### src/fmc_pkg.sv
// Package of shared types and constants for the mixed Fletcher-32 checksum block.
package fmc_pkg;

  // Mixing constants of the stamp hash and the finaliser.
  localparam logic [31:0] StampMul = 32'h9E37_79B9;
  localparam logic [31:0] FinMul1  = 32'h85EB_CA6B;
  localparam logic [31:0] FinMul2  = 32'hC2B2_AE35;
  localparam int unsigned FinShift1 = 13;
  localparam int unsigned FinShift2 = 16;

  // Payload of one input beat.
  typedef struct packed {
    logic [15:0] word;
    logic        word_present;
    logic        last;
    logic [31:0] stamp;
  } in_beat_t;

  // Payload of one result beat.
  typedef struct packed {
    logic [31:0] checksum;
  } out_beat_t;

  // Controller states.
  typedef enum logic [2:0] {
    ST_IDLE,
    ST_MUL1,
    ST_MUL2,
    ST_MUL3,
    ST_FIN
  } state_e;

  // Operand selection of the shared multiplier.
  typedef enum logic [1:0] {
    MS_NONE,
    MS_STAMP,
    MS_MIX,
    MS_SHIFT
  } mul_sel_e;

  // Commands from the controller to the datapath.
  typedef struct packed {
    logic     sum_en;
    logic     capture;
    mul_sel_e mul_sel;
    logic     out_load;
  } dp_cmd_t;

endpackage

### src/fmc_controller.sv
// Controller: input handshake, finaliser sequencing and the result valid flag.
module fmc_controller (
  input  logic             clk_i,
  input  logic             rst_ni,
  input  logic             in_valid_i,
  input  logic             in_last_i,
  input  logic             in_present_i,
  output logic             in_ready_o,
  output logic             out_valid_o,
  input  logic             out_ready_i,
  output fmc_pkg::dp_cmd_t cmd_o
);
  import fmc_pkg::*;

  state_e state_q, state_d;
  logic   out_valid_q, out_valid_d;
  logic   in_fire, out_free;

  assign in_fire  = in_valid_i && in_ready_o;
  assign out_free = !out_valid_q || out_ready_i;

  // Next state.
  always_comb begin
    state_d = state_q;
    unique case (state_q)
      ST_IDLE: if (in_fire && in_last_i) state_d = ST_MUL1;
      ST_MUL1: state_d = ST_MUL2;
      ST_MUL2: state_d = ST_MUL3;
      ST_MUL3: state_d = ST_FIN;
      ST_FIN:  if (out_free) state_d = ST_IDLE;
      default: state_d = ST_IDLE;
    endcase
  end

  // Outputs and datapath commands.
  always_comb begin
    in_ready_o     = 1'b0;
    cmd_o.sum_en   = 1'b0;
    cmd_o.capture  = 1'b0;
    cmd_o.mul_sel  = MS_NONE;
    cmd_o.out_load = 1'b0;
    unique case (state_q)
      ST_IDLE: begin
        in_ready_o    = 1'b1;
        cmd_o.sum_en  = in_valid_i && in_present_i;
        cmd_o.capture = in_valid_i && in_last_i;
      end
      ST_MUL1: cmd_o.mul_sel = MS_STAMP;
      ST_MUL2: cmd_o.mul_sel = MS_MIX;
      ST_MUL3: cmd_o.mul_sel = MS_SHIFT;
      ST_FIN:  cmd_o.out_load = out_free;
      default: in_ready_o = 1'b0;
    endcase
  end

  // Result valid flag: set on load, cleared when the beat is taken.
  always_comb begin
    out_valid_d = out_valid_q;
    if (cmd_o.out_load) begin
      out_valid_d = 1'b1;
    end else if (out_ready_i) begin
      out_valid_d = 1'b0;
    end
  end

  always_ff @(posedge clk_i or negedge rst_ni) begin
    if (!rst_ni) begin
      state_q     <= ST_IDLE;
      out_valid_q <= 1'b0;
    end else begin
      state_q     <= state_d;
      out_valid_q <= out_valid_d;
    end
  end

  assign out_valid_o = out_valid_q;

`ifndef SYNTHESIS
  // The finaliser starts only after a closing beat was taken.
  a_start_on_last: assert property (@(posedge clk_i) disable iff (!rst_ni)
    (state_q == ST_MUL1) |-> $past(in_valid_i && in_ready_o && in_last_i))
    else $error("finaliser started without a closing beat");

  // No beat is taken while a checksum is being finalised.
  a_busy_no_accept: assert property (@(posedge clk_i) disable iff (!rst_ni)
    (state_q != ST_IDLE) |-> !in_ready_o)
    else $error("input taken while finaliser busy");

  // A new result appears only from the final step.
  a_result_from_fin: assert property (@(posedge clk_i) disable iff (!rst_ni)
    $rose(out_valid_q) |-> $past(state_q == ST_FIN))
    else $error("result raised outside the final step");
`endif

endmodule

### config.mk
export PLATFORM = sky130hd
export DESIGN_NAME = fmc_controller
export DESIGN_NICKNAME = d
export VERILOG_FILES = /design/src/fmc_pkg.sv /design/src/fmc_controller.sv
export SDC_FILE = /design/constraint.sdc
export NUM_CORES = 1
export LEC_CHECK = 0
export ABC_CLOCK_PERIOD_IN_PS = 3150
export BUFFER_PORTS_ARGS = -buffer_cell sky130_fd_sc_hd__buf_2
export CORE_AREA = 2 2 39 41
export CTS_BUF_LIST = sky130_fd_sc_hd__clkbuf_8
export CTS_CLUSTER_SIZE = 20
export DETAILED_ROUTE_END_ITERATION = 12
export DIE_AREA = 0 0 41 43
export HOLD_SLACK_MARGIN = 0.05
export PLACE_DENSITY = 0.47
export SYNTH_ARGS = -nofsm -noshare
export SYNTH_HDL_FRONTEND = slang
export SYNTH_SLANG_ARGS = --single-unit
### constraint.sdc
create_clock -name clk_i -period 3.15 [get_ports clk_i]
set_input_delay 0.4725 -clock clk_i [delete_from_list [all_inputs] [get_ports clk_i]]
set_output_delay 0.4725 -clock clk_i [all_outputs]
set_load 0.01 [all_outputs]
======== Yosys cells after proc, flatten, opt, wreduce, memory -nomap -nowiden ========
Cells that the tools add are included.
cells by class
  equal/unequal tests ..................... 6
  muxes and demuxes ....................... 9
  reductions and logical operators ........ 9
operators with widths
  cell                                                             number
  3-bit case mux with 5 select lines                               1
  3-bit by 2-bit == test with 1-bit output, second input constant  2
  3-bit two-way mux                                                2
  2-bit case mux with 3 select lines                               1
  1-bit logical AND                                                4
  1-bit two-way mux                                                4
  2-bit inequality test, second input constant                     2
  3-bit by 1-bit == test with 1-bit output, second input constant  1
  3-bit == test, second input constant                             1
  3-bit zero test                                                  1
  2-bit two-way mux                                                1
  2-bit AND reduction                                              1
  2-bit nonzero test                                               1
  1-bit zero test                                                  1
  1-bit logical OR                                                 1
storage, ports and cells
  bits in registers ....................... 4
  input bits .............................. 6
  output and inout port bits .............. 7
  word-level logic and storage cells ...... 26

======== Depth between registers and ports, before layout ========
  depth after elaboration ................. 6
  gate-level depth with buffers ........... 3
  gate-level depth less buffers ........... 2

======== Worst setup path after synthesis ========
OpenSTA, ideal clock, no wires.
  path type ............................... reg-to-output
  from .................................... register state_q[2]
  to ...................................... output cmd_o[3] (netlist bit)
  arrival time ............................ 1.056 ns
  required time ........................... 2.677 ns
  slack ................................... 1.621 ns
  cell stages (with the launch flop) ...... 3
  path buffers ............................ 0
  path through ............................ dfrtp_1 nor3_1 and3_1
RTL lines
  element                 line                  text
  start, declared         fmc_controller.sv:15  state_e state_q, state_d;
  start signal, assigned  fmc_controller.sv:71  state_q <= state_d;
  end, declared           fmc_controller.sv:11  output fmc_pkg::dp_cmd_t cmd_o

==> results_dict.tcl <==
set metrics [dict create \
    cts_tree "yes" \
    crit_chain "or3b_1 -> nor2_1 -> buf_2" \
    ant_nets 0 \
    viasPerCell 3.900 \
    num-nets-final 42 \
    numPlacedInstances 47 \
    grt_use_total 0.07143 \
    cts_resized 0 \
    outcome "finished, final reports clean" \
    fin_crit_ns 1.765 \
    critPathTopFamily "simple AND/OR/NAND/NOR gates" \
    path_buf_inv 1 \
    ys.warnings.count 0 \
    synth.distinct_cells 12 \
    rows 14 \
    die-area_mm2 0.001763 \
    cts_max_level 1 \
    p_leak_nw 0.1741 \
    tightestPinTransition_ns 0.2649 \
    place_congestion 0.6672 \
    routed_wl_um 487 \
    hp-class "input pin to asynchronous set/reset pin" \
    synth-seq-cells 4 \
    portBuffers 12 \
    crit_path_top_delay_cell "dfrtp_1" \
    drive_above_1_share 0.5000 \
    worstPathRequired_ns 2.68 \
    finClkSkew_ns 0.003007 \
    avgSynthCellArea_um2 10.20 \
    overflow 0 \
    relSlewSlack 0.8221 \
    avgRoutedWirePerCell_um 9.740 \
    worstSetupEndpointType "primary output" \
    syn_inst 20 \
    vdd_drop_max_uv 320.3 \
    layout.cells.non_filler 50 \
    max_clock_freq_ghz 0.5665 \
    ctsHoldBuffers 0 \
    grt_start_max_net_pins 8 \
    die_h_um 43 \
    drt_first_pass_iters 1 \
    stdcell_area_um2 317.8 \
    antenna_found_initial 0 \
    initial_core_util 0.1474 \
    ys_seq_area_frac 0.4908 \
    critPathKind "flip-flop to primary output" \
    coreArea_mm2 0.001384 \
    die_x_um 41 \
    setup_viol_count_final 0 \
    clockBufferDepth 2 \
    path_clk_slew_ns 0.03 \
    drc 0 \
    grt_first_pass_wirelength_um 779 \
    clkSinkCount 4 \
    post-route-period-util 0.5604 \
    maxCapViolations 0 \
    setup_tns_ns 0 \
    drt_iter0_drc 0 \
    hold_viol_final 0 \
    power.density_mw_per_mm2 1070 \
    root_buffer "clkbuf_8" \
    area_growth_pct 55.83 \
    utilization 0.2297 \
    first_global_vias 186 \
    p_total_mw 0.3400 \
    post_cts_buffers 0 \
    crit_fanout 6 \
    diodes 0 \
    arrival_ns 1.29 \
    finalMaxSlewViolations 0 \
    top_level_ports 13 \
    cts_buffers 3 \
    start_kind "flip-flop" \
    synthesis.area_um2 203.9 \
    post_dp_cell_area_um2 276.5 \
    vias 195 \
    synth_nets 26 \
    clock_latency_ns 0.22 \
    rsz0062_at_grt "false" \
    slowest_delay_ns 0.43 \
]
==> cells by family (layout without fill, tap and decap cells) <==
kind of cell	after synthesis	in the layout	share of synthesized area
AND/OR/NAND/NOR	12	12	0.3559
XOR/XNOR	1	1	0.04295
AO/OA/AOI/OAI	2	2	0.07360
flip-flops	4	4	0.4908
buffers and inverters	1	15	0.03682
==> path summary, 6_finish.rpt <==
check / start / end / slack [ns] / depth (start not counted)
worst max-delay path: state_q[0] / cmd_o[0] / 1.38 / 3
min in group clk_i: state_q[2] / state_q[1] / 0.53 / 1
worst max register to register: state_q[2] / state_q[2] / 2.16 / 2
worst min register to register: state_q[2] / state_q[1] / 0.53 / 1
worst min-delay path: rst_ni / out_valid_o / 0.06 / 1
max in group asynchronous: rst_ni / state_q[2] / 2.97 / 1
==> flip-flops by register name, summed over array words and instances, names as in the netlist <==
name / cells
state_q: 3
out_valid_o: 1
==> per-layer routing <==
layer  up-vias  GRT usage  wire length, um
met5         -          0                0
met4         0    0.08000                6
met3         2    0.03141               66
met2        13    0.08125              193
met1        83    0.08738              220
li1         97          -                -
==> stage by stage <==
stage	hold slack [ns]	setup WS (ns)
floorplan	0.1769	1.621
global placement	0.2860	1.603
detailed placement	0.2890	1.603
CTS	0.05816	1.369
global route	0.06213	1.265
finish	0.05733	1.385
==> cell type report <==
| cell class | instances | area [um2] |
|---|---|---|
| clock buffer | 3 | 41.29 |
| fill | 149 | 1066 |
| multi-input combinational | 15 | 96.34 |
| sequential | 4 | 100.1 |
| tap | 16 | 20.02 |
| timing repair buffer | 12 | 60.06 |
==> cells in the mapped netlist <==
| cell type | instances | area share |
|---|---|---|
| nor3_1 | 2 | 0.049 |
| a32o_1 | 1 | 0.049 |
| a21oi_1 | 1 | 0.025 |
| nand2b_1 | 1 | 0.031 |
| dfrtp_1 | 4 | 0.49 |
| or3b_1 | 1 | 0.043 |
| nor2_1 | 3 | 0.055 |
| nor2b_1 | 1 | 0.031 |
| xnor2_1 | 1 | 0.043 |
| and2b_2 | 2 | 0.086 |
| and3_1 | 2 | 0.061 |
| buf_4 | 1 | 0.037 |
==> cells in the final DEF (no fill, tap or decap), drive strengths merged <==
cell type  netlist  final
xnor2            1      1
or3b             1      1
buf              1     12
a21oi            1      1
nor2b            1      1
and3             2      2
dfrtp            4      4
nor2             3      3
clkbuf           0      3
nor3             2      2
nand2b           1      1
and2b            2      2
a32o             1      1
==> where the power goes <==
group / leakage, nW / internal (mW) / switching, mW
Sequential: 0.0517 / 0.0747 / 0.0322
Clock: 0.0216 / 0.0815 / 0.0266
Combinational: 0.101 / 0.0664 / 0.0585
Total: 0.174 / 0.223 / 0.117
==> worst register-to-register path: cells and delay by family (launching register included) <==
| kind | cells | cell delay, ns |
|---|---|---|
| flops | 1 | 0.42 |
| compound gates | 1 | 0.20 |
| simple gates | 1 | 0.25 |
(Power assumes the default switching activity.)
