--- src/fmc_pkg.sv ---
// Package of shared types and constants for the mixed Fletcher-32 checksum block.
package fmc_pkg;

  // Mixing constants of the stamp hash and the finaliser.
  localparam logic [31:0] StampMul = 32'h9E37_79B9;
  localparam logic [31:0] FinMul1  = 32'h85EB_CA6B;
  localparam logic [31:0] FinMul2  = 32'hC2B2_AE35;
  localparam int unsigned FinShift1 = 13;
  localparam int unsigned FinShift2 = 16;

  // Payload of one input beat.
  typedef struct packed {
    logic [15:0] word;
    logic        word_present;
    logic        last;
    logic [31:0] stamp;
  } in_beat_t;

  // Payload of one result beat.
  typedef struct packed {
    logic [31:0] checksum;
  } out_beat_t;

  // Controller states.
  typedef enum logic [2:0] {
    ST_IDLE,
    ST_MUL1,
    ST_MUL2,
    ST_MUL3,
    ST_FIN
  } state_e;

  // Operand selection of the shared multiplier.
  typedef enum logic [1:0] {
    MS_NONE,
    MS_STAMP,
    MS_MIX,
    MS_SHIFT
  } mul_sel_e;

  // Commands from the controller to the datapath.
  typedef struct packed {
    logic     sum_en;
    logic     capture;
    mul_sel_e mul_sel;
    logic     out_load;
  } dp_cmd_t;

endpackage

--- src/fmc_datapath.sv ---
// Datapath: Fletcher sums, captured message state and the shared finaliser multiplier.
module fmc_datapath (
  input  logic              clk_i,
  input  logic              rst_ni,
  input  fmc_pkg::dp_cmd_t  cmd_i,
  input  fmc_pkg::in_beat_t beat_i,
  output logic [31:0]       checksum_o
);
  import fmc_pkg::*;

  logic [15:0] low_q, low_d, high_q, high_d;
  logic [16:0] low_add, high_add;
  logic [15:0] low_new, high_new;
  logic [31:0] snap_q, stamp_q, acc_q, res_q;
  logic [31:0] mul_a, mul_b, mul_p;

  // Fletcher update with a single end-around carry fold per sum.
  always_comb begin
    low_add  = {1'b0, low_q} + {1'b0, beat_i.word};
    low_new  = low_add[15:0] + {15'd0, low_add[16]};
    high_add = {1'b0, high_q} + {1'b0, low_new};
    high_new = high_add[15:0] + {15'd0, high_add[16]};
  end

  // The closing beat hands the sums to the finaliser and clears them.
  always_comb begin
    low_d  = low_q;
    high_d = high_q;
    if (cmd_i.capture) begin
      low_d  = '0;
      high_d = '0;
    end else if (cmd_i.sum_en) begin
      low_d  = low_new;
      high_d = high_new;
    end
  end

  always_ff @(posedge clk_i or negedge rst_ni) begin
    if (!rst_ni) begin
      low_q  <= '0;
      high_q <= '0;
    end else begin
      low_q  <= low_d;
      high_q <= high_d;
    end
  end

  // Snapshot of the finished sums and the stamp of the closing beat.
  always_ff @(posedge clk_i) begin
    if (cmd_i.capture) begin
      snap_q  <= cmd_i.sum_en ? {high_new, low_new} : {high_q, low_q};
      stamp_q <= beat_i.stamp;
    end
  end

  // Shared 32-bit multiplier, product taken modulo 2^32.
  always_comb begin
    mul_a = stamp_q;
    mul_b = StampMul;
    case (cmd_i.mul_sel)
      MS_STAMP: begin
        mul_a = stamp_q;
        mul_b = StampMul;
      end
      MS_MIX: begin
        mul_a = snap_q ^ acc_q;
        mul_b = FinMul1;
      end
      MS_SHIFT: begin
        mul_a = acc_q ^ (acc_q >> FinShift1);
        mul_b = FinMul2;
      end
      default: begin
        mul_a = stamp_q;
        mul_b = StampMul;
      end
    endcase
    mul_p = mul_a * mul_b;
  end

  always_ff @(posedge clk_i) begin
    if (cmd_i.mul_sel != MS_NONE) begin
      acc_q <= mul_p;
    end
  end

  // Last xorshift goes straight into the result register.
  always_ff @(posedge clk_i) begin
    if (cmd_i.out_load) begin
      res_q <= acc_q ^ (acc_q >> FinShift2);
    end
  end

  assign checksum_o = res_q;

endmodule

--- config.mk ---
export PLATFORM = sky130hd
export DESIGN_NAME = fmc_datapath
export DESIGN_NICKNAME = d
export VERILOG_FILES = /design/src/fmc_pkg.sv /design/src/fmc_datapath.sv
export SDC_FILE = /design/constraint.sdc
export NUM_CORES = 1
export LEC_CHECK = 0
export BUFFER_PORTS_ARGS = -buffer_cell sky130_fd_sc_hd__buf_2
export CORE_MARGIN = 5
export CORE_UTILIZATION = 35
export DETAILED_ROUTE_END_ITERATION = 8
export SETUP_SLACK_MARGIN = 0.05
export SKIP_LAST_GASP = 1
export SYNTH_ARGS = -nofsm -noshare
export SYNTH_HDL_FRONTEND = slang
export SYNTH_SLANG_ARGS = --single-unit
--- constraint.sdc ---
create_clock -name clk_i -period 14.03 [get_ports clk_i]
set_clock_uncertainty 0.15 [all_clocks]
set_input_delay 2.1045 -clock clk_i [delete_from_list [all_inputs] [get_ports clk_i]]
set_output_delay 2.1045 -clock clk_i [all_outputs]
set_load 0.02 [all_outputs]
# Word level (Yosys, flattened, before mapping)
# Cells that the tools add are included.
# op_classes
eq_ne	2
n_bitwise	3
n_mux	7
addsub	4
mul	1
reduce_logical	2
# op_table
cell	n
$mux 16	4
$pmux 32 s2	1
$pmux 31 s2	1
$add 16x16->17	2
$add 16x1->16	2
$mul 32x32->32	1
$mux 32	1
$xor 32x16->32	1
$xor 32x19->32	1
$xor 32x32->32	1
$eq 2x2->1 const B	2
$reduce_bool 2->1	2
# totals
output_inout_bits	32
in_bits	57
regBits	160
word_cells	25

# Logic depth before layout (Yosys ltp)
# logic_depth
word_depth	6
mapped_depth	33
ltp_nobuf	33

# Worst setup path after synthesis
# OpenSTA, ideal clock, no wires.
# synth_timing
path_type	input -> register
from	input cmd_i[1] in the netlist's numbering
to	register acc_q[28], data pin
required_time_ns	13.621
setup_time_ns	0.259
t_arrival_ns	10.101
stages	30
setup_slack_ns	3.520
path_buffers	3
path_cell_list	clkbuf_1 buf_1 buf_1 mux2i_1 or2_2 a21oi_1 nor2_1 fa_1 inv_1 fa_1 fa_1 inv_1 fa_1 inv_1 fa_1 inv_1 fa_1 inv_1 fa_1 fa_1 ha_1 a21o_1 a21o_1 a21o_1 a21o_1 a221oi_1 a21oi_1 or3_1 a21oi_1 xnor2_1
# synth_between
elab_chain_cells	3
elab_cells_between_ends	5
cone_classes	mul: 1; eq/ne: 2; mux: 2
# synth_lines
element	line	source
start: declaration	fmc_datapath.sv:5	input fmc_pkg::dp_cmd_t cmd_i,
$eq 2x2->1	fmc_datapath.sv:60	case (cmd_i.mul_sel)
$pmux 32 s2 / $pmux 31 s2 (equally long branches)	fmc_datapath.sv:60	
$mul 32x32->32 (*)	fmc_datapath.sv:78	mul_p = mul_a * mul_b;
named net mul_p[28]	fmc_datapath.sv:15	logic [31:0] mul_a, mul_b, mul_p;
end signal: assignment	fmc_datapath.sv:83	acc_q <= mul_p;
end: declaration	fmc_datapath.sv:14	logic [31:0] snap_q, stamp_q, acc_q, res_q;
# Mark *: on every way through the listed nets, which the timed path passes. The rest lies on a longest branch.
# A chain may end at the register's enable or synchronous reset.

# Final worst setup path
# Ends and elaborated chain as after synthesis.

==> impl_metrics.env <==
export IMPL_wl_per_cell_microns=22.8
export IMPL_maxSlewHeadroom=0.243
export IMPL_yosys_warnings=0
export IMPL_hold_buffers=0
export IMPL_tns_ps=0
export IMPL_wl_mm=70.0
export IMPL_synth_nets=2762
export IMPL_synth_top_cell_by_area="fa_1"
export IMPL_grt_pass1_vias=16700
export IMPL_via_per_inst=4.89
export IMPL_slew_viol_final=0
export IMPL_gp_congestion=1.00
export IMPL_core_sq_mm=0.0631
export IMPL_status="completed"
export IMPL_worstPathArrival_ps=11110
export IMPL_path_max_fanout=33
export IMPL_antenna_found_initial=0
export IMPL_die_area_sq_mm=0.0689
export IMPL_cts_setup_buffers=0
export IMPL_clk_latency_ps=440
export IMPL_fmax_mhz=90.2
export IMPL_crit_type="primary input to register"
export IMPL_finalCritPeriodShare=0.790
export IMPL_slowest_delay_ps=680
export IMPL_crit_path_top_delay_cell="nor2b_2"
export IMPL_async_flop_share=0.200
export IMPL_start_kind="primary input"
export IMPL_io_pins=89
export IMPL_grt_remaining_overflow=0
export IMPL_synth_area_leaders="fa_1, edfxtp_1, inv_1"
export IMPL_final_cell_area_sq_mm=0.0243
export IMPL_grt_pass1_wl_mm=107
export IMPL_vias=15000
export IMPL_max_cap_violations=0
export IMPL_initial_core_util=0.354
export IMPL_ys_types=64
export IMPL_worst_pin_slew_ps=1130
export IMPL_syn_avg_cell_area_sq_um=10.4
export IMPL_cts_root_buf="clkbuf_16"
export IMPL_top_layer="met4"
export IMPL_num_antenna_cells=0
export IMPL_dr_first_iter_drc_count=1175
export IMPL_rsz0062_at_grt="false"
export IMPL_post_route_drc_count=0
export IMPL_rrSetupSlack_ps=4900
export IMPL_postRouteAntennaNets=0
export IMPL_port_buffer_count=86
export IMPL_rows=92
export IMPL_cts_sinks=160
export IMPL_cts_resized=0
export IMPL_cts_tree="yes"
export IMPL_met3_wirelength_mm=5.62
export IMPL_setup_viol=0
export IMPL_post_dp_hpwl_mm=61.5
export IMPL_grt_max_degree=66
export IMPL_clk_pin_slew_ps=60
export IMPL_synth_common_cells="inv_1, fa_1, ha_1"
export IMPL_syn_inst=2141
export IMPL_hold_viol_final=0
export IMPL_htree_num_levels=4
export IMPL_finalNetCount=2833
export IMPL_yosysSeqAreaShare=0.208
export IMPL_gr_usage_all_layers=0.206
export IMPL_synth_top_cell_area_share=0.367
export IMPL_drt_pass1_iterations=5
export IMPL_placed_cell_area_sq_mm=0.0237
export IMPL_synth_flop_cell="edfxtp_1"
export IMPL_synth_seq_cells=160
export IMPL_route_met2_wl_mm=32.5
export IMPL_die_x_microns=262
export IMPL_min_period_ps=11090
export IMPL_cts_made_buffers=17
export IMPL_syn_area_sq_mm=0.0223
export IMPL_die_h_microns=262
export IMPL_hp_class="register to register"
export IMPL_wl_met1_mm=29.9
export IMPL_synth_edf_count=128
export IMPL_clockBufferDepth=2
export IMPL_end_kind="register"
export IMPL_required_ps=14050
export IMPL_syn_to_final_growth_pct=8.86
export IMPL_drive_gt1_frac=0.0688
export IMPL_synth_most_common_cell="inv_1"
==> cell families (layout without fill, tap and decap cells) <==
group,after synthesis,count (layout),share of synthesized area
adder cells (fa/ha/maj),564,564,0.454
other,1,1,0.000168
XOR/XNOR,214,214,0.0850
flip-flops,160,160,0.208
AND/OR/NAND/NOR,387,387,0.0821
AO/OA/AOI/OAI,210,210,0.0616
buffers and inverters,581,665,0.0978
multiplexers,24,24,0.0112
==> per-layer routing <==
layer / track usage / vias to the layer above
met1: 0.282 / 7665
met2: 0.335 / 559
met5: 0 / -
met4: 0.0521 / 0
met3: 0.0452 / 73
li1: - / 6721
==> stage by stage <==
step	hold WS, ps	instances	worst slack [ps]	util
after detailed placement	445	3039	2470	0.376
after CTS	453	3071	2920	0.385
after global placement	434	3039	2510	0.376
after floorplan	274	2141	3520	-
final	453	3071	2940	0.385
after global routing	480	3071	2400	0.385
==> cell usage in the layout (no fill, tap or decap), types with 3 or more instances in the layout <==
master,count
inv_1,533
fa_1,409
ha_1,155
xnor2_1,131
edfxtp_1,128
nor2_1,120
nand2_1,110
buf_2,85
xor2_1,81
a21oi_1,69
nor2b_1,48
o21ai_0,39
dfrtp_1,32
a21o_1,22
nand3_1,21
nor3_1,20
clkbuf_16,17
mux2i_1,16
and2_1,16
buf_4,15
nand2b_1,14
a211oi_1,11
a31oi_1,10
o21a_1,8
mux2_2,8
and3_1,7
or2_2,6
o21bai_1,6
o211ai_1,6
or3_1,5
clkbuf_1,5
nand4_1,4
a311oi_1,4
a221oi_1,3
a21boi_0,3
a2111oi_0,3
nor4_1,3
==> layout make-up <==
type,count,area [sq um]
Clock inverter,10,114
Clock buffer,22,444
Tap cell,846,1060
Multi-Input combinational cell,1400,15500
Timing Repair Buffer,100,538
Fill cell,6329,38800
Sequential cell,160,4640
Inverter,533,2000
==> flip-flops by register name, indices dropped and copies added, names as in the netlist <==
signal      flops
snap_q         32
acc_q          32
high_q         16
stamp_q        32
checksum_o     32
low_q          16
==> worst paths after layout <==
check | from | to | depth (start not counted)
worst max register to register | acc_q[16]$_DFFE_PP_ | acc_q[28]$_DFFE_PP_ | 32
min in group asynchronous | rst_ni | high_q[7]$_DFFE_PN0P_ | 1
worst max-delay path | cmd_i[1] | acc_q[28]$_DFFE_PP_ | 33
worst min-delay path | high_q[0]$_DFFE_PN0P_ | snap_q[16]$_DFFE_PP_ | 1
worst min register to register | high_q[0]$_DFFE_PN0P_ | snap_q[16]$_DFFE_PP_ | 1
max in group asynchronous | rst_ni | low_q[3]$_DFFE_PN0P_ | 1
==> critical path, delay by kind of cell <==
kind / cells / cell delay, ps
AO/OA/AOI/OAI: 8 / 1770
XOR/XNOR: 1 / 80
adder cells (fa/ha/maj): 9 / 3850
AND/OR/NAND/NOR: 5 / 1960
buffers and inverters: 10 / 1340
Power is left out: the tool's default activity adds up to more than one toggle a clock period on the data nets, which glitch-free logic cannot reach.
